--- src/rtl/i2c_mbe_pkg.sv ---
package i2c_mbe_pkg;

    // Width of one data byte on the bus.
    localparam int BYTE_BITS = 8;

    // Stream word widths, padded to whole bytes.
    localparam int IN_TDATA_W  = 16;
    localparam int OUT_TDATA_W = 16;

    // Configuration register indexes and widths.
    localparam int CFG_IDX_W  = 1;
    localparam int CFG_DATA_W = 8;
    localparam logic [CFG_IDX_W-1:0] CFG_TICKS_PER_US = 1'd0;
    localparam logic [CFG_IDX_W-1:0] CFG_ACK_TIMEOUT  = 1'd1;

    // Reset values of the configuration registers.
    localparam logic [CFG_DATA_W-1:0] TICKS_PER_US_RST = 8'd1;
    localparam logic [CFG_DATA_W-1:0] ACK_TIMEOUT_RST  = 8'd250;

    // Command codes.
    localparam logic [2:0] CMD_NONE     = 3'd0;
    localparam logic [2:0] CMD_START    = 3'd1;
    localparam logic [2:0] CMD_STOP     = 3'd2;
    localparam logic [2:0] CMD_WRITE    = 3'd3;
    localparam logic [2:0] CMD_READ     = 3'd4;
    localparam logic [2:0] CMD_WAIT_ACK = 3'd5;

    // One classified tick as it waits in the queue.
    typedef struct packed {
        logic [2:0]           cmd;
        logic [BYTE_BITS-1:0] tx_byte;
        logic                 send_ack;
        logic                 sda_sample;
    } tick_item_t;

    // Configuration seen by the bit engine.
    typedef struct packed {
        logic [CFG_DATA_W-1:0] ticks_per_us;
        logic [CFG_DATA_W-1:0] ack_timeout;
    } cfg_t;

endpackage

--- src/rtl/i2c_mbe_front.sv ---
module i2c_mbe_front (
    input  logic                                aclk,
    input  logic                                aresetn,
    input  logic                                s_axis_tvalid,
    output logic                                s_axis_tready,
    // Fields from bit 0 up: cmd[2:0], tx_byte[10:3], send_ack[11], sda_sample[12].
    input  logic [i2c_mbe_pkg::IN_TDATA_W-1:0]  s_axis_tdata,
    output logic                                q_valid,
    output i2c_mbe_pkg::tick_item_t             q_item,
    input  logic                                q_pop
);

    i2c_mbe_pkg::tick_item_t entry_reg [2];
    logic       wr_ptr_reg;
    logic       wr_ptr_next;
    logic       rd_ptr_reg;
    logic       rd_ptr_next;
    logic [1:0] count_reg;
    logic [1:0] count_next;
    logic       push;
    logic [2:0] raw_cmd;
    i2c_mbe_pkg::tick_item_t classified;

    // Unknown command codes are folded into "no command" here.
    assign raw_cmd = s_axis_tdata[2:0];
    always_comb begin
        classified.tx_byte    = s_axis_tdata[10:3];
        classified.send_ack   = s_axis_tdata[11];
        classified.sda_sample = s_axis_tdata[12];
        unique case (raw_cmd) inside
            i2c_mbe_pkg::CMD_START,
            i2c_mbe_pkg::CMD_STOP,
            i2c_mbe_pkg::CMD_WRITE,
            i2c_mbe_pkg::CMD_READ,
            i2c_mbe_pkg::CMD_WAIT_ACK: classified.cmd = raw_cmd;
            default:                   classified.cmd = i2c_mbe_pkg::CMD_NONE;
        endcase
    end

    // Two-entry queue between the front and the engine.
    assign s_axis_tready = (count_reg != 2'd2);
    assign push          = s_axis_tvalid && s_axis_tready;
    assign q_valid       = (count_reg != 2'd0);
    assign q_item        = entry_reg[rd_ptr_reg];

    always_comb begin
        wr_ptr_next = wr_ptr_reg ^ push;
        rd_ptr_next = rd_ptr_reg ^ q_pop;
        count_next  = count_reg + {1'b0, push} - {1'b0, q_pop};
    end

    always_ff @(posedge aclk) begin
        if (!aresetn) begin
            wr_ptr_reg <= 1'b0;
            rd_ptr_reg <= 1'b0;
            count_reg  <= 2'd0;
        end else begin
            wr_ptr_reg <= wr_ptr_next;
            rd_ptr_reg <= rd_ptr_next;
            count_reg  <= count_next;
        end
    end

    // Queue storage carries payload only.
    always_ff @(posedge aclk) begin
        if (push) begin
            entry_reg[wr_ptr_reg] <= classified;
        end
    end

endmodule

--- src/rtl/i2c_mbe_engine.sv ---
module i2c_mbe_engine (
    input  logic                                aclk,
    input  logic                                aresetn,
    input  i2c_mbe_pkg::cfg_t                   cfg,
    input  logic                                q_valid,
    input  i2c_mbe_pkg::tick_item_t             q_item,
    output logic                                q_pop,
    output logic                                m_axis_tvalid,
    input  logic                                m_axis_tready,
    // Fields from bit 0 up: scl_level[0], sda_level[1], sda_drive_enable[2],
    // busy_res[3], done_res[4], rx_byte[12:5], ack_failed[13], zeros above.
    output logic [i2c_mbe_pkg::OUT_TDATA_W-1:0] m_axis_tdata
);

    localparam logic [4:0] PH_IDLE  = 5'd0;
    localparam logic [4:0] PH_ST_A  = 5'd1;
    localparam logic [4:0] PH_ST_B  = 5'd2;
    localparam logic [4:0] PH_SP_A  = 5'd3;
    localparam logic [4:0] PH_SP_B  = 5'd4;
    localparam logic [4:0] PH_WR_D  = 5'd5;
    localparam logic [4:0] PH_WR_H  = 5'd6;
    localparam logic [4:0] PH_WR_L  = 5'd7;
    localparam logic [4:0] PH_RD_L  = 5'd8;
    localparam logic [4:0] PH_RD_H  = 5'd9;
    localparam logic [4:0] PH_AK_L  = 5'd10;
    localparam logic [4:0] PH_AK_H  = 5'd11;
    localparam logic [4:0] PH_WA_LO = 5'd12;
    localparam logic [4:0] PH_WA_HI = 5'd13;
    localparam logic [4:0] PH_POLL  = 5'd14;

    localparam int BB = i2c_mbe_pkg::BYTE_BITS;

    logic [4:0]    phase_reg,   phase_next;
    logic [3:0]    bitcnt_reg,  bitcnt_next;
    logic [BB-1:0] shift_reg,   shift_next;
    logic [10:0]   timer_reg,   timer_next;
    logic [7:0]    polls_reg,   polls_next;
    logic          ackch_reg,   ackch_next;
    logic          scl_reg,     scl_next;
    logic          sda_reg,     sda_next;
    logic          fail_reg,    fail_next;
    logic          drive_reg,   drive_next;
    logic [BB-1:0] rxhold_reg,  rxhold_next;
    logic          done_next;
    logic          mvalid_reg,  mvalid_next;
    logic [i2c_mbe_pkg::OUT_TDATA_W-1:0] mdata_reg, mdata_next;

    logic [7:0]  ticks_eff;
    logic [10:0] dly_1us;
    logic [10:0] dly_2us;
    logic [10:0] dly_4us;
    logic [3:0]  bitcnt_inc;

    // Phase lengths in ticks, minus one for the tick of entry.
    assign ticks_eff  = (cfg.ticks_per_us == 8'd0) ? 8'd1 : cfg.ticks_per_us;
    assign dly_1us    = {3'b000, ticks_eff} - 11'd1;
    assign dly_2us    = {2'b00, ticks_eff, 1'b0} - 11'd1;
    assign dly_4us    = {1'b0, ticks_eff, 2'b00} - 11'd1;
    assign bitcnt_inc = bitcnt_reg + 4'd1;

    // A tick is taken whenever the output register is free or being drained.
    assign q_pop = q_valid && (!mvalid_reg || m_axis_tready);

    // One bus tick of the bit engine.
    always_comb begin
        phase_next  = phase_reg;
        bitcnt_next = bitcnt_reg;
        shift_next  = shift_reg;
        timer_next  = timer_reg;
        polls_next  = polls_reg;
        ackch_next  = ackch_reg;
        scl_next    = scl_reg;
        sda_next    = sda_reg;
        fail_next   = fail_reg;
        drive_next  = drive_reg;
        rxhold_next = rxhold_reg;
        done_next   = 1'b0;
        if (phase_reg == PH_IDLE) begin
            unique case (q_item.cmd)
                i2c_mbe_pkg::CMD_START: begin
                    drive_next = 1'b1;
                    sda_next   = 1'b1;
                    scl_next   = 1'b1;
                    phase_next = PH_ST_A;
                    timer_next = dly_4us;
                end
                i2c_mbe_pkg::CMD_STOP: begin
                    drive_next = 1'b1;
                    scl_next   = 1'b0;
                    sda_next   = 1'b0;
                    phase_next = PH_SP_A;
                    timer_next = dly_4us;
                end
                i2c_mbe_pkg::CMD_WRITE: begin
                    drive_next  = 1'b1;
                    scl_next    = 1'b0;
                    bitcnt_next = 4'd0;
                    sda_next    = q_item.tx_byte[BB-1];
                    shift_next  = {q_item.tx_byte[BB-2:0], 1'b0};
                    phase_next  = PH_WR_D;
                    timer_next  = dly_2us;
                end
                i2c_mbe_pkg::CMD_READ: begin
                    drive_next  = 1'b0;
                    scl_next    = 1'b0;
                    ackch_next  = q_item.send_ack;
                    bitcnt_next = 4'd0;
                    shift_next  = '0;
                    phase_next  = PH_RD_L;
                    timer_next  = dly_2us;
                end
                i2c_mbe_pkg::CMD_WAIT_ACK: begin
                    drive_next = 1'b0;
                    sda_next   = 1'b1;
                    fail_next  = 1'b0;
                    polls_next = 8'd0;
                    phase_next = PH_WA_LO;
                    timer_next = dly_1us;
                end
                default: begin
                end
            endcase
        end else if (phase_reg == PH_POLL) begin
            // Poll SDA once per tick while SCL is high.
            if (!q_item.sda_sample) begin
                scl_next   = 1'b0;
                phase_next = PH_IDLE;
                done_next  = 1'b1;
            end else if (polls_reg == cfg.ack_timeout) begin
                fail_next  = 1'b1;
                drive_next = 1'b1;
                scl_next   = 1'b0;
                sda_next   = 1'b0;
                phase_next = PH_SP_A;
                timer_next = dly_4us;
            end else begin
                polls_next = polls_reg + 8'd1;
            end
        end else if (timer_reg != 11'd0) begin
            timer_next = timer_reg - 11'd1;
        end else begin
            unique case (phase_reg)
                PH_ST_A: begin
                    sda_next   = 1'b0;
                    phase_next = PH_ST_B;
                    timer_next = dly_4us;
                end
                PH_ST_B: begin
                    scl_next   = 1'b0;
                    phase_next = PH_IDLE;
                    done_next  = 1'b1;
                end
                PH_SP_A: begin
                    scl_next   = 1'b1;
                    sda_next   = 1'b1;
                    phase_next = PH_SP_B;
                    timer_next = dly_4us;
                end
                PH_SP_B: begin
                    phase_next = PH_IDLE;
                    done_next  = 1'b1;
                end
                PH_WR_D: begin
                    scl_next   = 1'b1;
                    phase_next = PH_WR_H;
                    timer_next = dly_2us;
                end
                PH_WR_H: begin
                    scl_next   = 1'b0;
                    phase_next = PH_WR_L;
                    timer_next = dly_2us;
                end
                PH_WR_L: begin
                    bitcnt_next = bitcnt_inc;
                    if (bitcnt_inc >= 4'(BB)) begin
                        phase_next = PH_IDLE;
                        done_next  = 1'b1;
                    end else begin
                        sda_next   = shift_reg[BB-1];
                        shift_next = {shift_reg[BB-2:0], 1'b0};
                        phase_next = PH_WR_D;
                        timer_next = dly_2us;
                    end
                end
                PH_RD_L: begin
                    scl_next   = 1'b1;
                    shift_next = {shift_reg[BB-2:0], q_item.sda_sample};
                    phase_next = PH_RD_H;
                    timer_next = dly_1us;
                end
                PH_RD_H: begin
                    bitcnt_next = bitcnt_inc;
                    scl_next    = 1'b0;
                    if (bitcnt_inc >= 4'(BB)) begin
                        rxhold_next = shift_reg;
                        drive_next  = 1'b1;
                        sda_next    = !ackch_reg;
                        phase_next  = PH_AK_L;
                        timer_next  = dly_2us;
                    end else begin
                        phase_next = PH_RD_L;
                        timer_next = dly_2us;
                    end
                end
                PH_AK_L: begin
                    scl_next   = 1'b1;
                    phase_next = PH_AK_H;
                    timer_next = dly_2us;
                end
                PH_AK_H: begin
                    scl_next   = 1'b0;
                    phase_next = PH_IDLE;
                    done_next  = 1'b1;
                end
                PH_WA_LO: begin
                    scl_next   = 1'b1;
                    phase_next = PH_WA_HI;
                    timer_next = dly_1us;
                end
                PH_WA_HI: begin
                    phase_next = PH_POLL;
                end
                default: begin
                    phase_next = PH_IDLE;
                end
            endcase
        end
    end

    // Result word built from the updated state.
    always_comb begin
        mdata_next = {2'b00, fail_next, rxhold_next, done_next,
                      (phase_next != PH_IDLE), drive_next, sda_next, scl_next};
        if (q_pop) begin
            mvalid_next = 1'b1;
        end else if (m_axis_tready) begin
            mvalid_next = 1'b0;
        end else begin
            mvalid_next = mvalid_reg;
        end
    end

    always_ff @(posedge aclk) begin
        if (!aresetn) begin
            phase_reg  <= PH_IDLE;
            bitcnt_reg <= 4'd0;
            shift_reg  <= '0;
            timer_reg  <= 11'd0;
            polls_reg  <= 8'd0;
            ackch_reg  <= 1'b0;
            scl_reg    <= 1'b1;
            sda_reg    <= 1'b1;
            fail_reg   <= 1'b0;
            drive_reg  <= 1'b1;
            rxhold_reg <= '0;
            mvalid_reg <= 1'b0;
        end else begin
            mvalid_reg <= mvalid_next;
            if (q_pop) begin
                phase_reg  <= phase_next;
                bitcnt_reg <= bitcnt_next;
                shift_reg  <= shift_next;
                timer_reg  <= timer_next;
                polls_reg  <= polls_next;
                ackch_reg  <= ackch_next;
                scl_reg    <= scl_next;
                sda_reg    <= sda_next;
                fail_reg   <= fail_next;
                drive_reg  <= drive_next;
                rxhold_reg <= rxhold_next;
            end
        end
    end

    // Output word register holds while the receiver stalls.
    always_ff @(posedge aclk) begin
        if (q_pop) begin
            mdata_reg <= mdata_next;
        end
    end

    assign m_axis_tvalid = mvalid_reg;
    assign m_axis_tdata  = mdata_reg;

endmodule

--- src/rtl/i2c_master_bit_engine.sv ---
// I2C master bit engine.
// Each word on the s_axis channel is one tick of bus time: an optional
// command (start, stop, write byte, read byte with ACK/NACK, wait for ACK)
// plus the SDA level sampled on that tick. Commands that arrive while a
// command is in progress are ignored. Every input word yields exactly one
// word on m_axis with the SCL level, the SDA level and drive enable, busy,
// a done pulse, the last received byte and the ACK-timeout flag.
// Phase lengths are 1, 2 or 4 microseconds of ticks, set by register 0
// (ticks per microsecond); register 1 sets the wait-for-ACK poll limit.
// Configuration is written through cfg_we/cfg_index/cfg_wdata; the user must
// write it only while idle, as the block itself does not enforce it. An
// accepted word is written into the queue, then taken by the engine, whose
// step loads the output register that drives m_axis.
// Throughput: one word per cycle while the receiver is not stalling m_axis;
// the engine step and its output register then both turn over every cycle.
// A two-entry queue sits between input and engine, so a stalled receiver
// holds the output word and the queue absorbs up to two more input words
// before s_axis_tready drops. Reset empties the queue and output register
// and returns the bus state to idle with SCL and SDA high and SDA driven.
module i2c_master_bit_engine (
    input  logic                                aclk,
    input  logic                                aresetn,
    input  logic                                s_axis_tvalid,
    output logic                                s_axis_tready,
    // Fields from bit 0 up: cmd[2:0], tx_byte[10:3], send_ack[11], sda_sample[12].
    input  logic [i2c_mbe_pkg::IN_TDATA_W-1:0]  s_axis_tdata,
    output logic                                m_axis_tvalid,
    input  logic                                m_axis_tready,
    // Fields from bit 0 up: scl_level[0], sda_level[1], sda_drive_enable[2],
    // busy_res[3], done_res[4], rx_byte[12:5], ack_failed[13], zeros above.
    output logic [i2c_mbe_pkg::OUT_TDATA_W-1:0] m_axis_tdata,
    input  logic                                cfg_we,
    input  logic [i2c_mbe_pkg::CFG_IDX_W-1:0]   cfg_index,
    input  logic [i2c_mbe_pkg::CFG_DATA_W-1:0]  cfg_wdata
);

    i2c_mbe_pkg::cfg_t       cfg_reg;
    i2c_mbe_pkg::cfg_t       cfg_next;
    i2c_mbe_pkg::tick_item_t q_item;
    logic                    q_valid;
    logic                    q_pop;

    // Configuration register writes.
    always_comb begin
        cfg_next = cfg_reg;
        if (cfg_we) begin
            unique case (cfg_index)
                i2c_mbe_pkg::CFG_TICKS_PER_US: cfg_next.ticks_per_us = cfg_wdata;
                i2c_mbe_pkg::CFG_ACK_TIMEOUT:  cfg_next.ack_timeout  = cfg_wdata;
                default: begin
                end
            endcase
        end
    end

    always_ff @(posedge aclk) begin
        if (!aresetn) begin
            cfg_reg.ticks_per_us <= i2c_mbe_pkg::TICKS_PER_US_RST;
            cfg_reg.ack_timeout  <= i2c_mbe_pkg::ACK_TIMEOUT_RST;
        end else begin
            cfg_reg <= cfg_next;
        end
    end

    i2c_mbe_front u_front (
        .aclk          (aclk),
        .aresetn       (aresetn),
        .s_axis_tvalid (s_axis_tvalid),
        .s_axis_tready (s_axis_tready),
        .s_axis_tdata  (s_axis_tdata),
        .q_valid       (q_valid),
        .q_item        (q_item),
        .q_pop         (q_pop)
    );

    i2c_mbe_engine u_engine (
        .aclk          (aclk),
        .aresetn       (aresetn),
        .cfg           (cfg_reg),
        .q_valid       (q_valid),
        .q_item        (q_item),
        .q_pop         (q_pop),
        .m_axis_tvalid (m_axis_tvalid),
        .m_axis_tready (m_axis_tready),
        .m_axis_tdata  (m_axis_tdata)
    );

    // A completed command never reports busy in the same word.
    a_done_not_busy: assert property (@(posedge aclk) disable iff (!aresetn)
        m_axis_tvalid && m_axis_tdata[4] |-> !m_axis_tdata[3])
        else $error("done reported together with busy");

    // The engine only pops a tick the queue actually holds.
    a_pop_has_data: assert property (@(posedge aclk) disable iff (!aresetn)
        q_pop |-> q_valid)
        else $error("engine popped an empty queue");

    // No result word is offered right after reset.
    a_reset_clears_out: assert property (@(posedge aclk)
        $past(!aresetn) |-> !m_axis_tvalid)
        else $error("output valid after reset");

    // A full queue with a stalled output keeps the input side closed.
    a_full_backpressure: assert property (@(posedge aclk) disable iff (!aresetn)
        !s_axis_tready && m_axis_tvalid && !m_axis_tready |=> !s_axis_tready)
        else $error("input opened while queue full and output stalled");

endmodule
--- config.mk ---
export PLATFORM = sky130hd
export DESIGN_NAME = i2c_master_bit_engine
export DESIGN_NICKNAME = d
export VERILOG_FILES = /design/src/rtl/i2c_mbe_pkg.sv /design/src/rtl/i2c_mbe_front.sv /design/src/rtl/i2c_mbe_engine.sv /design/src/rtl/i2c_master_bit_engine.sv
export SDC_FILE = /design/constraint.sdc
export NUM_CORES = 1
export LEC_CHECK = 0
export ABC_AREA = 1
export BUFFER_PORTS_ARGS = -buffer_cell sky130_fd_sc_hd__buf_2
export CAP_MARGIN = 20
export CORE_MARGIN = 4
export CORE_UTILIZATION = 61
export DETAILED_ROUTE_END_ITERATION = 16
export HOLD_SLACK_MARGIN = 0.06
export PLACE_DENSITY = 0.83
export SLEW_MARGIN = 20
export SYNTH_ARGS = -nofsm -noshare
export SYNTH_HDL_FRONTEND = slang
export SYNTH_SLANG_ARGS = --single-unit
export TNS_END_PERCENT = 100
--- constraint.sdc ---
create_clock -name aclk -period 2.9 [get_ports aclk]
set_input_delay 0.29 -clock aclk [delete_from_list [all_inputs] [get_ports aclk]]
set_output_delay 0.29 -clock aclk [all_outputs]
set_load 0.01 [all_outputs]
==> key figures <==
Flow run
  – Max cap viols: 0

Hold path
  – Min-delay worst type: in2reg
  – Worst Min Path Start: s_axis_tdata[5]

Global routing
  – Initial antenna violation count: 0
  – Global-route wire length before repair: 24600 µm
  – GR Util All Layers: 25.9%
  – Largest net degree at the start of global routing: 42
  – Vias in the first global route: 5155
  – Remaining Overflow, GRT: 0

Yosys
  – Synth warnings: 0
  – Synth Flop Type: dfxtp_1
  – Synth area leaders: dfxtp_1 22%, edfxtp_1 19%, nand2_1 16%
  – Post-synth top area share: 22.4%
  – Avg Synthesized Cell Area: 6.95 µm²
  – Mapped Area: between 0.006 and 0.007 mm²
  – Number of synthesized flops with an enable pin: 40
  – Sequential area share after synthesis: 41.4%
  – Post-Syn Instances: 912
  – Yosys cell types: 39
  – Largest area contributor in the netlist: dfxtp_1
  – FF+latch count, synth: about 110
  – Asr flop ratio synth: 0%

Route
  – Routed len/inst: ~14 µm
  – # DRC: 0
  – Routed Antenna Nets: 0
  – Pre-Repair DR Iteration Count: 5
  – Initial DRC Count: 399
  – Routed WL: 14700 µm
  – Drt via density: 5.36
  – Total number of vias: 5840

Critical path
  – Setup Crit Path Kind: reg2reg
  – WP data required: around 3.2 ns
  – Crit path launch: cfg_reg[15]
  – CP Max Fanout: 7
  – Crit. End Element: flip-flop
  – R2R Path Start: cfg_reg[15]
  – Crit path DAT: around 2.9 ns
  – Critical Path Start Type: flip-flop

CTS
  – Cts repair resizes: 0
  – Cts bufs inserted: 9
  – Root Driver: clkbuf_8
  – Worst-path clk slew: between 0.1 and 0.15 ns
  – CTS Sinks: 111
  – Clock tree from TritonCTS: built
  – Htree depth: 3
  – Setup bufs post-CTS: 0
  – Clock latency on the worst-skew pair: 0.39 ns
  – Clock buffer depth: 2

Status
  – Outcome: finished, final reports clean

Cells and area
  – Max reg flops: 26
  – # diodes: 0
  – Layout overhead on the synthesized area: 8.57%
  – Layout net count: 991
  – Proportion of layout cells with a drive suffix above 1: 10.3%

Placed design
  – Port buffer count: 42
  – Dpl ws: 0.444 ns
  – GP Congestion: 0.981
  – Detailed Place HPWL: between 10000 and 15000 µm

STA
  – Period utilization: a little under 90%
  – Relative slew margins: 43.2%
  – Final hold violations: 0
  – Worst-margin pin slew: 0.851 ns
  – # setup viols final: 0
  – FMAX: 393 MHz
  – Fin crit period: about 2.5 ns
  – Final WS setup: 0.353 ns
  – RSZ-0062 raised after global routing: no
  – Skew final: between 0.015 and 0.02 ns
  – Final Max Tran Viols: 0
  – Sum of negative setup slack: 0 ns

Floorplan
  – Row cnt: 36
  – Core Area: 0.00995 mm²
  – Initial cell density of the core: 63.7%
  – Die Ht: 110 µm
  – Width of the die: 110 µm
  – # IOs: 48
  – Total die area: 0.0121 mm²

Power
  – Worst IR Drop VDD: 0.000691 V
  – Leak: 3.24 nW
  – Net switching power: 0.00332 W
  – Flop pwr share: between 30 and 40%
  – Pwr per Cell Area: 1020 mW/mm²
  – Switch share: 47.5%
  – P_int: roughly 0.0037 W
  – Comb pwr share: 52.8%
  – Clock network power share: 14.0%
## through the flow
step           util (%)  total power [W]  area (µm²)  cells  hold slack [ns]
3_5_place_dp       66.5          0.00598        6620   1068            0.448
5_1_grt            69.1          0.00760        6880   1089           0.0611
3_3_place_gp       66.5          0.00591        6620   1068            0.440
2_1_floorplan         -          0.00509        6340    913            0.389
4_1_cts            68.6          0.00695        6830   1084           0.0639
6_report           69.1          0.00699        6880   1089           0.0775
## final cells by class
type,count,area [µm²]
Timing Repair Buffer,54,313
Sequential cell,111,2620
Tap cell,133,166
Clock buffer,9,124
Multi-Input combinational cell,673,3180
Inverter,102,388
Clock inverter,7,87.6
Fill cell,883,3070
## cells in the mapped netlist (all sizes together) (10+ instances only)
master,n
nand2,279
nor2,128
inv,100
o21ai,73
dfxtp,71
nand3,67
a21oi,52
edfxtp,40
nand4,16
buf,14
clkbuf,13
xnor2,12
ha,10
xor2,10
## layout by cell type, fill, tap and decap left out, types with 5 or more instances in the layout
| cell type | synthesis | final |
|---|---|---|
| nand2_1 | 275 | 275 |
| nor2_1 | 121 | 121 |
| inv_1 | 90 | 90 |
| dfxtp_1 | 71 | 71 |
| nand3_1 | 60 | 60 |
| o21ai_0 | 54 | 54 |
| a21oi_1 | 51 | 51 |
| buf_2 | 7 | 42 |
| edfxtp_1 | 40 | 40 |
| o21ai_1 | 17 | 17 |
| nand4_1 | 16 | 16 |
| xnor2_1 | 12 | 12 |
| inv_2 | 10 | 10 |
| xor2_1 | 10 | 10 |
| ha_1 | 10 | 10 |
| clkbuf_8 | 0 | 9 |
| nand3_2 | 7 | 7 |
| buf_4 | 3 | 7 |
| nor2_2 | 5 | 5 |
| dlygate4sd3_1 | 0 | 5 |
## kinds of logic (layout without fill, tap and decap cells)
logic type      after synthesis  in the layout  synth area share, %
compound gates              140            140                 11.8
flops                       111            111                 41.4
fa+ha+maj                    10             10                 1.97
xor+xnor                     22             22                 3.04
simple gates                498            498                 33.1
buf+inv                     129            172                 8.51
mux                           1              1                0.158
other cells                   1              2               0.0592
## worst max-delay path: stages (launching register included)
cell and delay (ns):
dfxtp_1 0.40, inv_1 0.08, nand2_1 0.11, nor3_1 0.05, nor2_1 0.38, ha_1 0.33
nand2_1 0.11, nor2_1 0.40, nand3_1 0.13, nand2_1 0.08, nand2_1 0.04, nand2_1 0.06
nand2_1 0.04, nand2_1 0.06, nand3_1 0.06, a21oi_1 0.13
## repair_timing
action,in CTS,in global routing
endpoints found under the hold margin,0,10
endpoints found under the setup margin,0,0
hold buffers,0,5
## metal layers
metal / track usage [%] / wire length, µm
met1: 36.4 / 6780
met2: 40.9 / 6570
met3: 4.99 / 1120
met4: 7.12 / 236
met5: 0 / 0
## power by group through the flow
| stage | Sequential (W) | Clock [W] | Combinational (W) |
|---|---|---|---|
| after floorplan | 0.00238 | 0 | 0.00271 |
| after global placement | 0.00235 | 0 | 0.00356 |
| after detailed placement | 0.00236 | 0 | 0.00362 |
| after CTS | 0.00232 | 0.000988 | 0.00364 |
| after global routing | 0.00237 | 0.00105 | 0.00417 |
| final | 0.00233 | 0.000975 | 0.00369 |
## worst paths after layout
| path | end | slack (ns) | cells past startpoint |
|---|---|---|---|
| min | u_front.entry_reg[1][4] | 0.08 | 1 |
| max | u_engine.timer_reg[10] | 0.35 | 15 |
| max reg2reg | u_engine.timer_reg[10] | 0.35 | 15 |
| min reg2reg | flip-flop | 0.46 | 1 |
(Power assumes the default switching activity.)
